<file path="src/hw/rtl/qft_pkg.sv">
`default_nettype none
package qft_pkg;

  localparam int TABLE_ENTRIES = 64;
  localparam int ADDRESS_BITS  = 32;
  localparam int PORT_BITS     = 8;

  // Widths of the channel fields.
  localparam int OP_W        = 2;
  localparam int IN_ADDR_W   = 32;
  localparam int QOS_W       = 16;
  localparam int IN_PORT_W   = 8;
  localparam int STATUS_W    = 2;

  // Only the low bits of address and port take part in the table.
  localparam int KEY_W  = (ADDRESS_BITS < IN_ADDR_W) ? ADDRESS_BITS : IN_ADDR_W;
  localparam int PORT_W = (PORT_BITS < IN_PORT_W) ? PORT_BITS : IN_PORT_W;
  localparam int IDX_W  = $clog2(TABLE_ENTRIES);

  typedef enum logic [OP_W-1:0] {
    OP_LOOKUP = 2'd0,
    OP_INSERT = 2'd1,
    OP_REMOVE = 2'd2,
    OP_CLEAR  = 2'd3
  } op_t;

  typedef enum logic [STATUS_W-1:0] {
    ST_OK        = 2'd0,
    ST_NOT_FOUND = 2'd1,
    ST_FULL      = 2'd2
  } status_t;

  typedef enum logic [1:0] {
    S_IDLE,
    S_SCAN,
    S_COMMIT
  } state_t;

  typedef struct packed {
    logic [KEY_W-1:0] addr;
    logic [QOS_W-1:0] qos;
  } query_t;

  // Partial search result handed from one cell to the next.
  typedef struct packed {
    logic              exact_hit;
    logic [IDX_W-1:0]  exact_idx;
    logic [PORT_W-1:0] exact_port;
    logic              fb_hit;
    logic [QOS_W-1:0]  fb_qos;
    logic [PORT_W-1:0] fb_port;
    logic              free_hit;
    logic [IDX_W-1:0]  free_idx;
  } carry_t;

  typedef struct packed {
    logic              set_en;
    logic              clr_en;
    logic              clr_all;
    logic [IDX_W-1:0]  idx;
    logic [KEY_W-1:0]  addr;
    logic [QOS_W-1:0]  qos;
    logic [PORT_W-1:0] port;
  } wr_cmd_t;

endpackage
`default_nettype wire

</file>
<file path="src/hw/rtl/qft_cell.sv">
`default_nettype none
module qft_cell (
  input  wire                          clk,
  input  wire                          rst_n,
  input  wire  [qft_pkg::IDX_W-1:0]    cell_idx,
  input  qft_pkg::query_t              query,
  input  qft_pkg::wr_cmd_t             wr,
  input  qft_pkg::carry_t              carry_in,
  output qft_pkg::carry_t              carry_out
);

  logic                         valid_r;
  logic [qft_pkg::KEY_W-1:0]    addr_r;
  logic [qft_pkg::QOS_W-1:0]    qos_r;
  logic [qft_pkg::PORT_W-1:0]   port_r;
  qft_pkg::carry_t              carry_r;
  qft_pkg::carry_t              carry_nxt;
  logic                         sel;
  logic                         addr_match;
  logic                         exact;

  assign sel        = (wr.idx == cell_idx);
  assign addr_match = valid_r && (addr_r == query.addr);
  assign exact      = addr_match && (qos_r == query.qos);

  always_comb begin
    carry_nxt = carry_in;
    if (exact && !carry_in.exact_hit) begin
      carry_nxt.exact_hit  = 1'b1;
      carry_nxt.exact_idx  = cell_idx;
      carry_nxt.exact_port = port_r;
    end
    // Strict compare keeps the lowest-numbered slot among equal classes.
    if (addr_match && (!carry_in.fb_hit || (qos_r < carry_in.fb_qos))) begin
      carry_nxt.fb_hit  = 1'b1;
      carry_nxt.fb_qos  = qos_r;
      carry_nxt.fb_port = port_r;
    end
    if (!valid_r && !carry_in.free_hit) begin
      carry_nxt.free_hit = 1'b1;
      carry_nxt.free_idx = cell_idx;
    end
  end

  always_ff @(posedge clk) begin
    if (!rst_n) begin
      valid_r <= 1'b0;
    end else if (wr.clr_all) begin
      valid_r <= 1'b0;
    end else if (sel && wr.set_en) begin
      valid_r <= 1'b1;
    end else if (sel && wr.clr_en) begin
      valid_r <= 1'b0;
    end
  end

  always_ff @(posedge clk) begin
    if (sel && wr.set_en) begin
      addr_r <= wr.addr;
      qos_r  <= wr.qos;
      port_r <= wr.port;
    end
    carry_r <= carry_nxt;
  end

  assign carry_out = carry_r;

endmodule
`default_nettype wire
</file>
<file path="config.mk">
export PLATFORM = sky130hd
export DESIGN_NAME = qft_cell
export DESIGN_NICKNAME = d
export VERILOG_FILES = /design/src/hw/rtl/qft_pkg.sv /design/src/hw/rtl/qft_cell.sv
export SDC_FILE = /design/constraint.sdc
export NUM_CORES = 1
export LEC_CHECK = 0
export CAP_MARGIN = 0
export CORE_MARGIN = 5
export CORE_UTILIZATION = 40
export CTS_CLUSTER_SIZE = 40
export DETAILED_ROUTE_END_ITERATION = 16
export DONT_BUFFER_PORTS = 1
export GPL_ROUTABILITY_DRIVEN = 0
export PLACE_DENSITY = 0.6
export SYNTH_ARGS = -nofsm -noshare
export SYNTH_HDL_FRONTEND = slang
export SYNTH_SLANG_ARGS = --single-unit
</file>
<file path="constraint.sdc">
create_clock -name clk -period 2.7 [get_ports clk]
set_input_delay 0.27 -clock clk [delete_from_list [all_inputs] [get_ports clk]]
set_output_delay 0.27 -clock clk [all_outputs]
set_load 0.01 [all_outputs]
</file>
---- After elaboration in Yosys (flattened, before gate mapping) ----
Index checks and enable logic that the tools add are counted.
storage, ports and cells
  bits in registers ....................... 104
  output and inout port bits .............. 47
  bits in latches ......................... 0
  memories ................................ 0
  memory bits (writable) .................. 0
  logic and storage cells ................. 36
  bits in read-only memories .............. 0
cells by class
  bitwise operators ....................... 1
  mux-type cells .......................... 5
  magnitude comparators ................... 1
  equal/unequal tests ..................... 3
  reductions and logical operators ........ 14
  shift-type cells ........................ 0
  $mul .................................... 0
  add/subtract/negate cells ............... 0
  div/mod/pow operators ................... 0
operators by type and width
  kind                         number
  32-bit == test               1
  24-bit two-way mux           1
  16-bit == test               1
  16-bit less-than comparator  1
  14-bit two-way mux           1
  1-bit logical AND            7
  6-bit == test                1
  6-bit two-way mux            1
  1-bit logical NOT            4
  1-bit two-way mux            2
  2-bit nonzero test           1
  2-bit OR reduction           1
  1-bit logical OR             1
  1-bit NOT                    1

---- Longest topological paths before layout ----
Gate-level depths: netlist (run 1).
  word-level depth ........................ 5
  gate-level depth with buffers ........... 9
  mapped depth without buffers ............ 8

---- Worst setup path after synthesis (run 1) ----
Ideal clock, no wire load.
  path type ............................... in2reg
  start ................................... in cell_idx[0] (netlist bit)
  end ..................................... reg addr_r[0] (netlist bit), enable pin
  arrival ................................. 2.050 ns
  stages .................................. 4
  setup time .............................. 0.420 ns
  setup slack ............................. 0.230 ns
  data required time ...................... 2.280 ns
  cells stage by stage .................... xnor2_1 -> nand4_1 -> nor3_1 -> and2_1
between the ends
  cells in the longest elaborated chain, start to end .. 2
ends and longest elaborated chain
  what                  line            source
  start, declared       qft_cell.sv:5   input wire [qft_pkg::IDX_W-1:0] cell_idx,
  6-bit == test         qft_cell.sv:22  assign sel = (wr.idx == cell_idx);
  1-bit logical AND     qft_cell.sv:58  if (sel && wr.set_en) begin
  end signal, assigned  qft_cell.sv:59  addr_r <= wr.addr;
  end, declared         qft_cell.sv:13  logic [qft_pkg::KEY_W-1:0] addr_r;
Every way passes these cells.
A chain may end at the register's enable or synchronous reset.

==> impl_metrics.prom, run 1 <==
# TYPE chip_impl_metric gauge
chip_impl_metric{name="netlist-cell-type-count",unit=""} 30
chip_impl_metric{name="avgRoutedWirePerCell",unit="um"} 19.4
chip_impl_metric{name="avgViaCountPerCell",unit=""} 4.83
chip_impl_info{name="synth_top_cells_by_count",value="56 x sky130_fd_sc_hd__edfxtp_1, 48 x sky130_fd_sc_hd__dfxtp_1, 28 x sky130_fd_sc_hd__xnor2_1, 26 x sky130_fd_sc_hd__xor2_1, 23 x sky130_fd_sc_hd__mux2_2"} 1
chip_impl_metric{name="layout-drive-gt1-share",unit=""} 0.183
chip_impl_info{name="cp_cell_sequence",value="ha_1 -> a2111oi_4 -> a2111oi_0 -> or4_4 -> a21oi_4 -> buf_6 -> mux2_2"} 1
chip_impl_info{name="setup.worst_path.start",value="qos_r[1]"} 1
chip_impl_info{name="timing.hold.worst_endpoint",value="carry_out[34]"} 1
chip_impl_metric{name="worst_hold_path.num_cells",unit=""} 1
chip_impl_info{name="status",value="completed"} 1
chip_impl_metric{name="dpl_cell_area",unit="sq mm"} 0.00453
chip_impl_metric{name="initial_core_util",unit=""} 0.403
chip_impl_metric{name="number_of_failing_hold_endpoints_at_the_final_stage",unit=""} 0
chip_impl_info{name="crit_path_end_kind",value="flop"} 1
chip_impl_metric{name="global_route_wire_length_before_repair",unit="um"} 14600
chip_impl_metric{name="fmax",unit="MHz"} 393
chip_impl_metric{name="max-slew-margin-rel",unit=""} 0.662
chip_impl_metric{name="cts_num_sinks",unit=""} 104
chip_impl_metric{name="data_arrival_time_of_the_critical_path",unit="ns"} 2.81
chip_impl_metric{name="final_max_slew_viol_count",unit=""} 0
chip_impl_metric{name="timing.setup.tns",unit="ns"} 0
chip_impl_metric{name="r2r_cells",unit=""} 7
chip_impl_metric{name="postSynthNetCount",unit=""} 469
chip_impl_metric{name="drt-total-wl",unit="um"} 10100
chip_impl_info{name="grt_setup_unrepaired",value="false"} 1
chip_impl_info{name="tritoncts",value="built"} 1
chip_impl_metric{name="cts_htree_levels",unit=""} 3
chip_impl_info{name="synth_top_flop_cell",value="sky130_fd_sc_hd__edfxtp_1"} 1
chip_impl_metric{name="final_net_count",unit=""} 560
chip_impl_info{name="timing.rr.start",value="qos_r[1]"} 1
chip_impl_metric{name="io_buffers",unit=""} 0
chip_impl_metric{name="antenna_cells",unit=""} 0
chip_impl_info{name="cp_top_family",value="compound AO/OA/AOI/OAI gates"} 1
chip_impl_metric{name="nFillCells",unit=""} 931
chip_impl_metric{name="detail_route.first_pass.iterations",unit=""} 4
chip_impl_metric{name="syn-mean-instance-area",unit="sq um"} 15.1
chip_impl_metric{name="critPathMaxFanout",unit=""} 10
chip_impl_metric{name="seq_area",unit="sq mm"} 0.00264
chip_impl_metric{name="synth.top_cell.area_share",unit=""} 0.388
chip_impl_metric{name="grtUsageTotal",unit=""} 0.151
chip_impl_metric{name="share_of_flip_flops_with_an_asynchronous_set_or_reset",unit=""} 0
chip_impl_info{name="critical_path.startpoint_type",value="flop"} 1
chip_impl_metric{name="max_stage_delay",unit="ns"} 0.51
chip_impl_info{name="clk_root_buffer_cell",value="sky130_fd_sc_hd__clkbuf_8"} 1
chip_impl_metric{name="grt_pass1_vias",unit=""} 2700
chip_impl_metric{name="power.leakage",unit="nW"} 2.04
chip_impl_metric{name="synth_edf_count",unit=""} 56
chip_impl_metric{name="die_width",unit="um"} 114
chip_impl_metric{name="final.min_clock_period",unit="ns"} 2.55
chip_impl_metric{name="multiInputGateArea",unit="sq mm"} 0.00158
chip_impl_metric{name="detailed_place_hpwl",unit="um"} 7470
chip_impl_info{name="crit_path_top_delay_cell",value="sky130_fd_sc_hd__or4_4"} 1
chip_impl_info{name="critical_path_class",value="flop to flop"} 1
chip_impl_metric{name="synthesis.area",unit="sq mm"} 0.00433
chip_impl_metric{name="grt-ovfl-total",unit=""} 0
chip_impl_metric{name="clock_skews",unit="ns"} 0.0101
chip_impl_info{name="worst_hold_path_type",value="input port to flop"} 1
chip_impl_metric{name="antenna_found_initial",unit=""} 1
chip_impl_info{name="worst_r2r_endpoint",value="carry_out[8]"} 1
chip_impl_metric{name="cts_buffers",unit=""} 9
chip_impl_metric{name="finish.utilization",unit=""} 0.513
chip_impl_info{name="yosys_top_cell_by_area",value="sky130_fd_sc_hd__edfxtp_1"} 1
chip_impl_metric{name="core.rowCount",unit=""} 38
chip_impl_info{name="netlist_top_cells_area",value="sky130_fd_sc_hd__edfxtp_1 39%, sky130_fd_sc_hd__dfxtp_1 22%, sky130_fd_sc_hd__mux2_4 6.9%"} 1
chip_impl_metric{name="full_die_area",unit="sq mm"} 0.0130
chip_impl_metric{name="design.core.area",unit="sq mm"} 0.0107
chip_impl_metric{name="yosys_warnings",unit=""} 0
chip_impl_metric{name="power_density",unit="mW/mm^2"} 535
chip_impl_info{name="worst_hold_startpoint",value="carry_in[34]"} 1
chip_impl_metric{name="cp.buffers_inverters",unit=""} 1
chip_impl_metric{name="ctsLongestPathBuffers",unit=""} 2
chip_impl_metric{name="layout_worst_path_cycle_share",unit=""} 0.943
chip_impl_metric{name="ys_seq_elements",unit=""} 104
chip_impl_metric{name="max_cap_viol_count",unit=""} 0
chip_impl_metric{name="worst_skew_pair.late_latency",unit="ns"} 0.37
chip_impl_metric{name="worst_margin_pin_slew",unit="ns"} 0.504
chip_impl_metric{name="critPathRequiredTime",unit="ns"} 2.96
chip_impl_metric{name="layout-area-overhead-vs-synth",unit="%"} 27.3
chip_impl_metric{name="fin_area",unit="sq mm"} 0.00551
chip_impl_metric{name="dieHeight",unit="um"} 114
chip_impl_metric{name="via_count",unit=""} 2523
chip_impl_metric{name="cell_count_after_synthesis",unit=""} 286
chip_impl_metric{name="setup.reg_to_reg.worst_slack",unit="ns"} 0.15
chip_impl_metric{name="synth_seq_area_share",unit=""} 0.610
chip_impl_metric{name="detail_route.drc_violations",unit=""} 0
chip_impl_metric{name="drt_iter0_drc",unit=""} 112
chip_impl_metric{name="irDropWorstVdd",unit="uV"} 344
chip_impl_metric{name="clkTransAtPathRegs",unit="ns"} 0.09
chip_impl_metric{name="grt_max_degree",unit=""} 47
chip_impl_info{name="yosys.cell_count.top_type",value="sky130_fd_sc_hd__edfxtp_1"} 1
chip_impl_metric{name="placed_cells",unit=""} 428
chip_impl_metric{name="drt.antenna.violating_nets",unit=""} 0
chip_impl_metric{name="pin_count",unit=""} 215
chip_impl_metric{name="layoutNonFillerInstCount",unit=""} 522
chip_impl_metric{name="setup_viol",unit=""} 0
[layer usage]
metal  global-route usage  part of all wire  vias to the layer above
met2                0.249              0.49                      127
met1                0.163              0.38                     1173
li1                     -                 -                     1206
met5                    0            0.0020                        -
met4               0.0665             0.021                        2
met3               0.0751              0.10                       15
[where the power goes]
part / total (W) / leakage [nW] / switching [W] / internal (W)
clock: 0.000965 / 0.101 / 0.000506 / 0.000460
sequential: 0.00176 / 0.908 / 0.0000428 / 0.00171
combinational: 0.000230 / 1.03 / 0.0000687 / 0.000161
total: 0.00295 / 2.04 / 0.000617 / 0.00233
[worst max-delay path by stage]
stage                               end  cells after the start
after global routing      carry_out[30]                      7
final                      carry_out[8]                      7
after global placement     carry_out[8]                      7
after detailed placement   carry_out[8]                      7
after CTS                  carry_out[8]                      7
after floorplan               addr_r[0]                      4
[state kept, by name (all words and copies together) (netlist names)]
name and cells:
valid_r 1, port_r 8, qos_r 16, addr_r 32
carry_out 47
[metrics by stage]
stage,total power [W],hold WS (ns),setup slack [ns]
after detailed placement,0.00193,0.359,0.119
final,0.00295,0.0391,0.154
after floorplan,0.00190,0.346,0.230
after global routing,0.00310,0.0000399,0.0263
after CTS,0.00297,0.00381,0.0944
after global placement,0.00193,0.353,0.165
[cell usage in the layout (no fill, tap or decap), types with 3 or more instances in the layout]
cell,instances
sky130_fd_sc_hd__a21oi_1,7
sky130_fd_sc_hd__buf_12,3
sky130_fd_sc_hd__clkbuf_8,10
sky130_fd_sc_hd__dfxtp_1,48
sky130_fd_sc_hd__dlygate4sd3_1,78
sky130_fd_sc_hd__edfxtp_1,56
sky130_fd_sc_hd__ha_1,15
sky130_fd_sc_hd__inv_1,16
sky130_fd_sc_hd__mux2_2,23
sky130_fd_sc_hd__mux2_4,20
sky130_fd_sc_hd__nand2_1,3
sky130_fd_sc_hd__nand3_1,3
sky130_fd_sc_hd__nand4_1,11
sky130_fd_sc_hd__nor3_1,3
sky130_fd_sc_hd__nor4_1,6
sky130_fd_sc_hd__xnor2_1,28
sky130_fd_sc_hd__xor2_1,26
[timing repair]
action,4_1_cts,5_1_grt
setup endpoints to repair,0,2
setup buffers,0,0
endpoints found under the hold margin,61,16
hold buffers,61,17
gates resized for setup,0,1
[cell families (layout without fill, tap and decap cells)]
family / count (synthesis) / after routing / synth area share
simple gates: 36 / 36 / 0.0546
mux: 44 / 44 / 0.132
flops: 104 / 104 / 0.610
buf+inv: 19 / 115 / 0.0248
compound gates: 14 / 14 / 0.0260
fa+ha+maj: 15 / 15 / 0.0433
xor+xnor: 54 / 54 / 0.109
[area by class of cell]
type / count / area share
flip-flops and latches: 104 / 0.479
well taps: 140 / 0.0318
multi-input cells: 163 / 0.287
inverters: 16 / 0.0109
repair buffers: 83 / 0.156
clock buffers: 12 / 0.0270
clock inverters: 4 / 0.00795
Note: power is estimated with default switching activity, not from simulation.
==> run 2, diff against run 1 <==
MAX_ROUTING_LAYER = met4   (was not set)
==> run 2 against run 1 <==
  * Sequential share of layout area is 0.065 points higher
  * Count of clock-buffer cells in the layout stayed put
  * Global-route usage is 0.44 points higher
  * Routed wire length is 0.27% lower
  * Clock power hardly changed
  * Via count is 0.20% higher
  * Largest power group unchanged
  * Highest routed layer is now met4
  * Core utilization is 0.070 points lower
==> impl_metrics.prom, run 2 (synthesized netlist as in run 1, its figures left out) <==
# TYPE chip_impl_metric gauge
chip_impl_metric{name="power_density",unit="mW/mm^2"} 536
chip_impl_metric{name="worstSetupPathDepth",unit=""} 7
chip_impl_metric{name="grt-ovfl-total",unit=""} 0
chip_impl_metric{name="full_die_area",unit="sq mm"} 0.0130
chip_impl_metric{name="layout-area-overhead-vs-synth",unit="%"} 27.1
chip_impl_metric{name="dieHeight",unit="um"} 114
chip_impl_metric{name="die_width",unit="um"} 114
chip_impl_metric{name="pin_count",unit=""} 215
chip_impl_metric{name="power.leakage",unit="nW"} 2.04
chip_impl_metric{name="data_arrival_time_of_the_critical_path",unit="ns"} 2.81
chip_impl_info{name="critical_path_class",value="flop to flop"} 1
chip_impl_info{name="clk_root_buffer_cell",value="sky130_fd_sc_hd__clkbuf_8"} 1
chip_impl_metric{name="final_net_count",unit=""} 559
chip_impl_metric{name="max-slew-margin-rel",unit=""} 0.662
chip_impl_metric{name="drt_iter0_drc",unit=""} 150
chip_impl_metric{name="ctsLongestPathBuffers",unit=""} 2
chip_impl_metric{name="setup_viol",unit=""} 0
chip_impl_metric{name="worst_hold_path.num_cells",unit=""} 1
chip_impl_metric{name="cts_htree_levels",unit=""} 3
chip_impl_metric{name="io_buffers",unit=""} 0
chip_impl_info{name="crit_path_top_delay_cell",value="sky130_fd_sc_hd__or4_4"} 1
chip_impl_metric{name="r2r_cells",unit=""} 7
chip_impl_info{name="timing.rr.start",value="qos_r[1]"} 1
chip_impl_metric{name="finish.utilization",unit=""} 0.512
chip_impl_info{name="timing.hold.worst_endpoint",value="carry_out[34]"} 1
chip_impl_metric{name="layout_worst_path_cycle_share",unit=""} 0.943
chip_impl_metric{name="cts_num_sinks",unit=""} 104
chip_impl_metric{name="final.min_clock_period",unit="ns"} 2.55
chip_impl_metric{name="global_route_wire_length_before_repair",unit="um"} 14500
chip_impl_metric{name="largest_register_ff_count",unit=""} 47
chip_impl_info{name="mostFrequentLayoutCell",value="sky130_fd_sc_hd__dlygate4sd3_1"} 1
chip_impl_info{name="crit_path_end_kind",value="flop"} 1
chip_impl_metric{name="worst_margin_pin_slew",unit="ns"} 0.504
chip_impl_info{name="worst_hold_startpoint",value="carry_in[34]"} 1
chip_impl_metric{name="detail_route.first_pass.iterations",unit=""} 4
chip_impl_metric{name="irDropWorstVdd",unit="uV"} 346
chip_impl_metric{name="clkTransAtPathRegs",unit="ns"} 0.09
chip_impl_metric{name="layout-drive-gt1-share",unit=""} 0.184
chip_impl_metric{name="core.rowCount",unit=""} 38
chip_impl_metric{name="drt-total-wl",unit="um"} 10100
chip_impl_info{name="worst_r2r_endpoint",value="carry_out[8]"} 1
chip_impl_metric{name="final_max_slew_viol_count",unit=""} 0
chip_impl_metric{name="postCtsSetupRepairBufs",unit=""} 0
chip_impl_info{name="status",value="completed"} 1
chip_impl_info{name="most-common-layout-cells",value="77 x sky130_fd_sc_hd__dlygate4sd3_1, 56 x sky130_fd_sc_hd__edfxtp_1, 48 x sky130_fd_sc_hd__dfxtp_1"} 1
chip_impl_metric{name="timing.setup.tns",unit="ns"} 0
chip_impl_metric{name="grt_max_degree",unit=""} 47
chip_impl_metric{name="avgRoutedWirePerCell",unit="um"} 19.3
chip_impl_metric{name="fmax",unit="MHz"} 393
chip_impl_metric{name="nFillCells",unit=""} 930
chip_impl_metric{name="worst_skew_pair.late_latency",unit="ns"} 0.37
chip_impl_metric{name="detail_route.drc_violations",unit=""} 0
chip_impl_metric{name="critPathMaxFanout",unit=""} 10
chip_impl_metric{name="max_stage_delay",unit="ns"} 0.51
chip_impl_metric{name="setup.reg_to_reg.worst_slack",unit="ns"} 0.15
chip_impl_metric{name="detailed_place_hpwl",unit="um"} 7470
chip_impl_metric{name="avgViaCountPerCell",unit=""} 4.84
chip_impl_metric{name="cts_buffers",unit=""} 9
chip_impl_info{name="cp_cell_sequence",value="ha_1 -> a2111oi_4 -> a2111oi_0 -> or4_4 -> a21oi_4 -> buf_6 -> mux2_2"} 1
chip_impl_metric{name="critPathRequiredTime",unit="ns"} 2.96
chip_impl_metric{name="initial_core_util",unit=""} 0.403
chip_impl_metric{name="max_cap_viol_count",unit=""} 0
chip_impl_metric{name="grtUsageTotal",unit=""} 0.155
chip_impl_metric{name="drt.antenna.violating_nets",unit=""} 0
chip_impl_info{name="grt_setup_unrepaired",value="false"} 1
chip_impl_info{name="worst_hold_path_type",value="input port to flop"} 1
chip_impl_metric{name="antenna_found_initial",unit=""} 1
chip_impl_metric{name="cp.buffers_inverters",unit=""} 1
chip_impl_metric{name="number_of_failing_hold_endpoints_at_the_final_stage",unit=""} 0
chip_impl_metric{name="design.core.area",unit="sq mm"} 0.0107
chip_impl_metric{name="via_count",unit=""} 2528
chip_impl_metric{name="seq_area",unit="sq mm"} 0.00264
chip_impl_info{name="cp_top_family",value="compound AO/OA/AOI/OAI gates"} 1
chip_impl_info{name="critical_path.startpoint_type",value="flop"} 1
chip_impl_metric{name="grt_pass1_vias",unit=""} 2708
chip_impl_info{name="tritoncts",value="built"} 1
chip_impl_metric{name="multiInputGateArea",unit="sq mm"} 0.00158
chip_impl_metric{name="clock_skews",unit="ns"} 0.00929
## run 2: power by group
group	switching [W]	internal, W
Sequential	0.0000428	0.00171
Combinational	0.0000683	0.000160
Clock	0.000508	0.000460
Total	0.000619	0.00233
## run 2: worst reg2reg max path, delay by kind of cell (launching register included)
kind,cells,cell delay [ns]
AOI/OAI and AO/OA,3,0.60
adders and majority gates,1,0.34
buffers and inverters,1,0.21
DFF,1,0.44
muxes,1,0.35
and+or+nand+nor,1,0.51
## run 2: what timing repair did
action                                 CTS  global route
resized for setup                        0             1
setup endpoints to repair                0             2
hold buffers                            61            16
endpoints found under the hold margin   61            15
## run 2: worst max-delay path by stage
stage                      startpoint            end  slack, ns
after global routing         qos_r[1]  carry_out[30]       0.03
after detailed placement     qos_r[1]   carry_out[8]       0.12
after CTS                    qos_r[1]   carry_out[8]       0.09
final                        qos_r[1]   carry_out[8]       0.15
after floorplan           cell_idx[0]      addr_r[0]       0.23
after global placement       qos_r[1]   carry_out[8]       0.16
## run 2: layout make-up
type                            instances  share of cell area
Timing Repair Buffer                   82               0.154
Tap cell                              140              0.0318
Clock inverter                          4             0.00796
Clock buffer                           12              0.0271
Sequential cell                       104               0.480
Inverter                               16              0.0109
Antenna cell                            1            0.000455
Multi-Input combinational cell        163               0.287
## run 2: metal layers
metal	track usage	share of wire	up-vias	routed length (um)
met4	0.0665	0.020	0	203
met2	0.250	0.49	125	4980
met5	-	0	-	0
li1	-	-	1205	-
met1	0.171	0.40	1183	4040
met3	0.0613	0.086	15	872
## run 2: metrics by stage
| stage | area, sq um | cells | setup WS [ns] | total power (W) | hold slack, ns |
|---|---|---|---|---|---|
| finish | 5500 | 522 | 0.154 | 0.00295 | 0.0388 |
| global route | 5500 | 522 | 0.0259 | 0.00310 | 0.000132 |
| CTS | 5340 | 505 | 0.0944 | 0.00297 | 0.00381 |
| detailed placement | 4530 | 428 | 0.119 | 0.00193 | 0.359 |
| global placement | 4530 | 428 | 0.165 | 0.00193 | 0.353 |
| floorplan | 4330 | 286 | 0.230 | 0.00190 | 0.346 |
==> run 3, diff against run 2 <==
PLACE_DENSITY = 0.62   (was 0.6)
clock period = 2.27 ns   (was 2.7 ns; I/O delays follow)
==> run 3 against run 2 <==
  * The run now fails in clock tree synthesis (4_1_cts)
  * Synthesized cell count unchanged
  * Area after synthesis unchanged
==> impl_metrics.prom, run 3 <==
# TYPE chip_impl_metric gauge
chip_impl_metric{name="ctsResizeCount",unit=""} 15
chip_impl_info{name="status",value="did not finish"} 1
chip_impl_info{name="yosys_top_cell_by_area",value="sky130_fd_sc_hd__edfxtp_1"} 1
chip_impl_metric{name="holdBufCountCts",unit=""} 101
chip_impl_info{name="stop_error",value="[ERROR RSZ-0060] Max buffer count reached."} 1
chip_impl_info{name="haltStage",value="clock tree synthesis (4_1_cts)"} 1
chip_impl_metric{name="pin_count",unit=""} 215
chip_impl_info{name="clk_root_buffer_cell",value="sky130_fd_sc_hd__clkbuf_8"} 1
chip_impl_info{name="netlist_top_cells_area",value="sky130_fd_sc_hd__edfxtp_1 39%, sky130_fd_sc_hd__dfxtp_1 22%, sky130_fd_sc_hd__mux2_4 6.9%"} 1
chip_impl_info{name="yosys.cell_count.top_type",value="sky130_fd_sc_hd__edfxtp_1"} 1
chip_impl_metric{name="initial_core_util",unit=""} 0.403
chip_impl_metric{name="dpl_cell_area",unit="sq mm"} 0.00469
chip_impl_metric{name="netlist-cell-type-count",unit=""} 30
chip_impl_metric{name="ys_seq_elements",unit=""} 104
chip_impl_metric{name="die_width",unit="um"} 114
chip_impl_metric{name="synth_edf_count",unit=""} 56
chip_impl_metric{name="synth_seq_area_share",unit=""} 0.610
chip_impl_metric{name="postSynthNetCount",unit=""} 469
chip_impl_metric{name="ctsLongestPathBuffers",unit=""} 2
chip_impl_metric{name="detailed_place_hpwl",unit="um"} 7520
chip_impl_metric{name="synthesis.area",unit="sq mm"} 0.00433
chip_impl_info{name="synth_top_cells_by_count",value="56 x sky130_fd_sc_hd__edfxtp_1, 48 x sky130_fd_sc_hd__dfxtp_1, 28 x sky130_fd_sc_hd__xnor2_1, 26 x sky130_fd_sc_hd__xor2_1, 23 x sky130_fd_sc_hd__mux2_2"} 1
chip_impl_metric{name="syn-mean-instance-area",unit="sq um"} 15.1
chip_impl_metric{name="cts_num_sinks",unit=""} 104
chip_impl_metric{name="io_buffers",unit=""} 0
chip_impl_info{name="synth_top_flop_cell",value="sky130_fd_sc_hd__edfxtp_1"} 1
chip_impl_metric{name="dieHeight",unit="um"} 114
chip_impl_metric{name="core.rowCount",unit=""} 38
chip_impl_metric{name="place_ws",unit="ns"} -0.162
chip_impl_metric{name="cts_htree_levels",unit=""} 3
chip_impl_metric{name="cts_buffers",unit=""} 9
chip_impl_metric{name="synth.top_cell.area_share",unit=""} 0.388
chip_impl_metric{name="share_of_flip_flops_with_an_asynchronous_set_or_reset",unit=""} 0
chip_impl_metric{name="yosys_warnings",unit=""} 0
chip_impl_metric{name="postCtsSetupRepairBufs",unit=""} 1
chip_impl_metric{name="cell_count_after_synthesis",unit=""} 286
==> run 3: cell counts after synthesis <==
No cell type changed its count.
==> run 3: logic make-up after synthesis <==
kind of cell / synth area share
multiplexers: 0.132
AO/OA/AOI/OAI: 0.0260
adder cells (fa/ha/maj): 0.0433
flip-flops: 0.610
XOR/XNOR: 0.109
AND/OR/NAND/NOR: 0.0546
buffers and inverters: 0.0248
==> run 3: metrics by stage <==
step / setup TNS, ns / hold slack [ns] / util / std cells
floorplan: -1.81 / 0.303 / - / 286
global placement: -3.57 / 0.314 / 0.437 / 449
detailed placement: -4.30 / 0.312 / 0.437 / 449
==> run 4, diff against run 3 <==
CORE_UTILIZATION = 25   (was 40)
CTS_CLUSTER_SIZE = not set   (was 40)
MAX_ROUTING_LAYER = not set   (was met4)
PLACE_DENSITY = not set   (was 0.62)
PLACE_DENSITY_LB_ADDON = 0.15   (was not set)
clock period = 2.95 ns   (was 2.27 ns; I/O delays follow)
==> run 4 against run 3 <==
  * The run now ends clean
==> impl_metrics.prom, run 4 (synthesized netlist as in run 1, its figures left out) <==
# TYPE chip_impl_metric gauge
chip_impl_metric{name="clock_skews",unit="ns"} 0.0109
chip_impl_metric{name="finish.utilization",unit=""} 0.289
chip_impl_metric{name="cell_internal_pwr",unit="W"} 0.00235
chip_impl_metric{name="grtUsageTotal",unit=""} 0.103
chip_impl_metric{name="place_ws",unit="ns"} 0.243
chip_impl_metric{name="io_buffers",unit=""} 0
chip_impl_info{name="mostFrequentLayoutCell",value="sky130_fd_sc_hd__edfxtp_1"} 1
chip_impl_metric{name="power.switching_fraction",unit=""} 0.210
chip_impl_metric{name="core.rowCount",unit=""} 48
chip_impl_metric{name="power_frac_seq",unit=""} 0.541
chip_impl_metric{name="worstSetupPathDepth",unit=""} 7
chip_impl_metric{name="via_count",unit=""} 2238
chip_impl_metric{name="layout_worst_path_cycle_share",unit=""} 0.903
chip_impl_metric{name="fmax",unit="MHz"} 375
chip_impl_metric{name="netSwitchingPower",unit="W"} 0.000625
chip_impl_metric{name="die_width",unit="um"} 142
chip_impl_metric{name="timing.setup.tns",unit="ns"} 0
chip_impl_metric{name="cts_num_sinks",unit=""} 104
chip_impl_metric{name="largest_register_ff_count",unit=""} 47
chip_impl_metric{name="placed_cells",unit=""} 513
chip_impl_metric{name="pin_count",unit=""} 215
chip_impl_metric{name="setup_viol",unit=""} 0
chip_impl_metric{name="detail_route.first_pass.iterations",unit=""} 4
chip_impl_metric{name="grt_pass1_vias",unit=""} 2504
chip_impl_info{name="timing.rr.start",value="qos_r[1]"} 1
chip_impl_metric{name="power.total",unit="W"} 0.00297
chip_impl_metric{name="cp.buffers_inverters",unit=""} 1
chip_impl_metric{name="global_route_wire_length_before_repair",unit="um"} 15100
chip_impl_metric{name="ctsLongestPathBuffers",unit=""} 2
chip_impl_metric{name="detailed_place_hpwl",unit="um"} 8270
chip_impl_metric{name="detail_route.drc_violations",unit=""} 0
chip_impl_metric{name="number_of_failing_hold_endpoints_at_the_final_stage",unit=""} 0
chip_impl_info{name="status",value="completed"} 1
chip_impl_metric{name="worst_hold_path.num_cells",unit=""} 0
chip_impl_metric{name="critPathRequiredTime",unit="ns"} 3.18
chip_impl_metric{name="initial_core_util",unit=""} 0.253
chip_impl_metric{name="cts_htree_levels",unit=""} 3
chip_impl_metric{name="clkTransAtPathRegs",unit="ns"} 0.07
chip_impl_metric{name="final_critical_path_setup_slack",unit="ns"} 0.285
chip_impl_info{name="tritoncts",value="built"} 1
chip_impl_metric{name="worst_margin_pin_slew",unit="ns"} 0.523
chip_impl_metric{name="power.leakage",unit="nW"} 1.77
chip_impl_metric{name="antenna_found_initial",unit=""} 4
chip_impl_metric{name="grt-ovfl-total",unit=""} 0
chip_impl_metric{name="final_max_slew_viol_count",unit=""} 0
chip_impl_info{name="crit_path_end_kind",value="flop"} 1
chip_impl_metric{name="data_arrival_time_of_the_critical_path",unit="ns"} 2.90
chip_impl_metric{name="avgRoutedWirePerCell",unit="um"} 19.8
chip_impl_metric{name="final_net_count",unit=""} 483
chip_impl_metric{name="critPathMaxFanout",unit=""} 15
chip_impl_metric{name="design.core.area",unit="sq mm"} 0.0171
chip_impl_metric{name="max_stage_delay",unit="ns"} 0.51
chip_impl_metric{name="drt_iter0_drc",unit=""} 84
chip_impl_metric{name="max_cap_viol_count",unit=""} 0
chip_impl_metric{name="antenna_cells",unit=""} 0
chip_impl_metric{name="power.share.clock",unit=""} 0.417
chip_impl_info{name="crit_path_top_delay_cell",value="sky130_fd_sc_hd__or4_4"} 1
chip_impl_metric{name="final.min_clock_period",unit="ns"} 2.67
chip_impl_metric{name="full_die_area",unit="sq mm"} 0.0201
chip_impl_info{name="critical_path_class",value="flop to flop"} 1
chip_impl_metric{name="cts_buffers",unit=""} 9
chip_impl_metric{name="drt.antenna.violating_nets",unit=""} 0
chip_impl_metric{name="layoutNonFillerInstCount",unit=""} 530
chip_impl_metric{name="r2r_cells",unit=""} 7
chip_impl_metric{name="layout-area-overhead-vs-synth",unit="%"} 14.3
chip_impl_metric{name="avgViaCountPerCell",unit=""} 4.22
chip_impl_metric{name="layout-drive-gt1-share",unit=""} 0.233
chip_impl_metric{name="max-slew-margin-rel",unit=""} 0.650
chip_impl_metric{name="grt_max_degree",unit=""} 58
chip_impl_metric{name="worst_skew_pair.late_latency",unit="ns"} 0.35
chip_impl_info{name="setup.worst_path.start",value="qos_r[1]"} 1
chip_impl_metric{name="power_density",unit="mW/mm^2"} 601
chip_impl_info{name="cp_cell_sequence",value="ha_1 -> a2111oi_4 -> a2111oi_0 -> or4_4 -> a21oi_4 -> buf_4 -> mux2_2"} 1
chip_impl_info{name="grt_setup_unrepaired",value="false"} 1
chip_impl_info{name="cp_top_family",value="compound AO/OA/AOI/OAI gates"} 1
chip_impl_metric{name="irDropWorstVdd",unit="uV"} 250
chip_impl_metric{name="drt-total-wl",unit="um"} 10500
chip_impl_metric{name="dieHeight",unit="um"} 142
chip_impl_info{name="worst_hold_startpoint",value="wr[10]"} 1
chip_impl_info{name="clk_root_buffer_cell",value="sky130_fd_sc_hd__clkbuf_16"} 1
chip_impl_info{name="worst_hold_path_type",value="input port to flop"} 1
chip_impl_info{name="most-common-layout-cells",value="56 x sky130_fd_sc_hd__edfxtp_1, 48 x sky130_fd_sc_hd__dfxtp_1, 28 x sky130_fd_sc_hd__xnor2_1"} 1
chip_impl_info{name="critical_path.startpoint_type",value="flop"} 1
chip_impl_metric{name="p_comb_frac",unit=""} 0.042
## run 4: routing by layer
layer  part of all wire  vias up  wire length [um]  track usage
met3               0.13       23              1310       0.0657
met4              0.017        8               180       0.0394
met2               0.47      123              4910        0.158
met1               0.39     1029              4040        0.116
met5             0.0052        -                55            0
li1                   -     1055                 -            -
## run 4: path summary, 6_finish.rpt
check	endpoint	slack (ns)
worst max-delay path	carry_out[8]	0.28
worst min-delay path	qos_r[2]	0.04
worst max register to register	carry_out[8]	0.28
worst min register to register	carry_out[6]	0.43
## run 4: worst reg2reg max path, delay by kind of cell, from the launching register on
kind	cells	cell delay (ns)
adder cells (fa/ha/maj)	1	0.35
AO/OA/AOI/OAI	3	0.56
flip-flops	1	0.44
buffers and inverters	1	0.32
multiplexers	1	0.38
AND/OR/NAND/NOR	1	0.51
## run 4: timing repair
action	in CTS	in global routing
hold endpoints to repair	1	0
hold buffers	1	0
gates resized for setup	0	0
setup buffers	0	0
## run 4: power by group through the flow
stage / sequential [W] / clock [W] / combinational, W
2_1_floorplan: 0.00163 / 0 / 0.000108
3_3_place_gp: 0.00164 / 0 / 0.000126
3_5_place_dp: 0.00164 / 0 / 0.000126
4_1_cts: 0.00161 / 0.00129 / 0.000128
5_1_grt: 0.00161 / 0.00135 / 0.000141
6_report: 0.00161 / 0.00124 / 0.000126
## run 4: area by class of cell
cell class / count / area (sq um)
timing repair buffer: 6 / 72.6
multi-input combinational: 163 / 1580
sequential: 104 / 2640
inverter: 16 / 60.1
clock inverter: 3 / 20.0
tap: 225 / 282
clock buffer: 13 / 293
fill: 1767 / 12200
## run 4: stage by stage
stage	hold WS, ns	area, sq um
after floorplan	0.371	4330
after CTS	0.0145	4950
final	0.0378	4950
after detailed placement	0.374	4630
after global routing	0.0117	4950
after global placement	0.378	4630
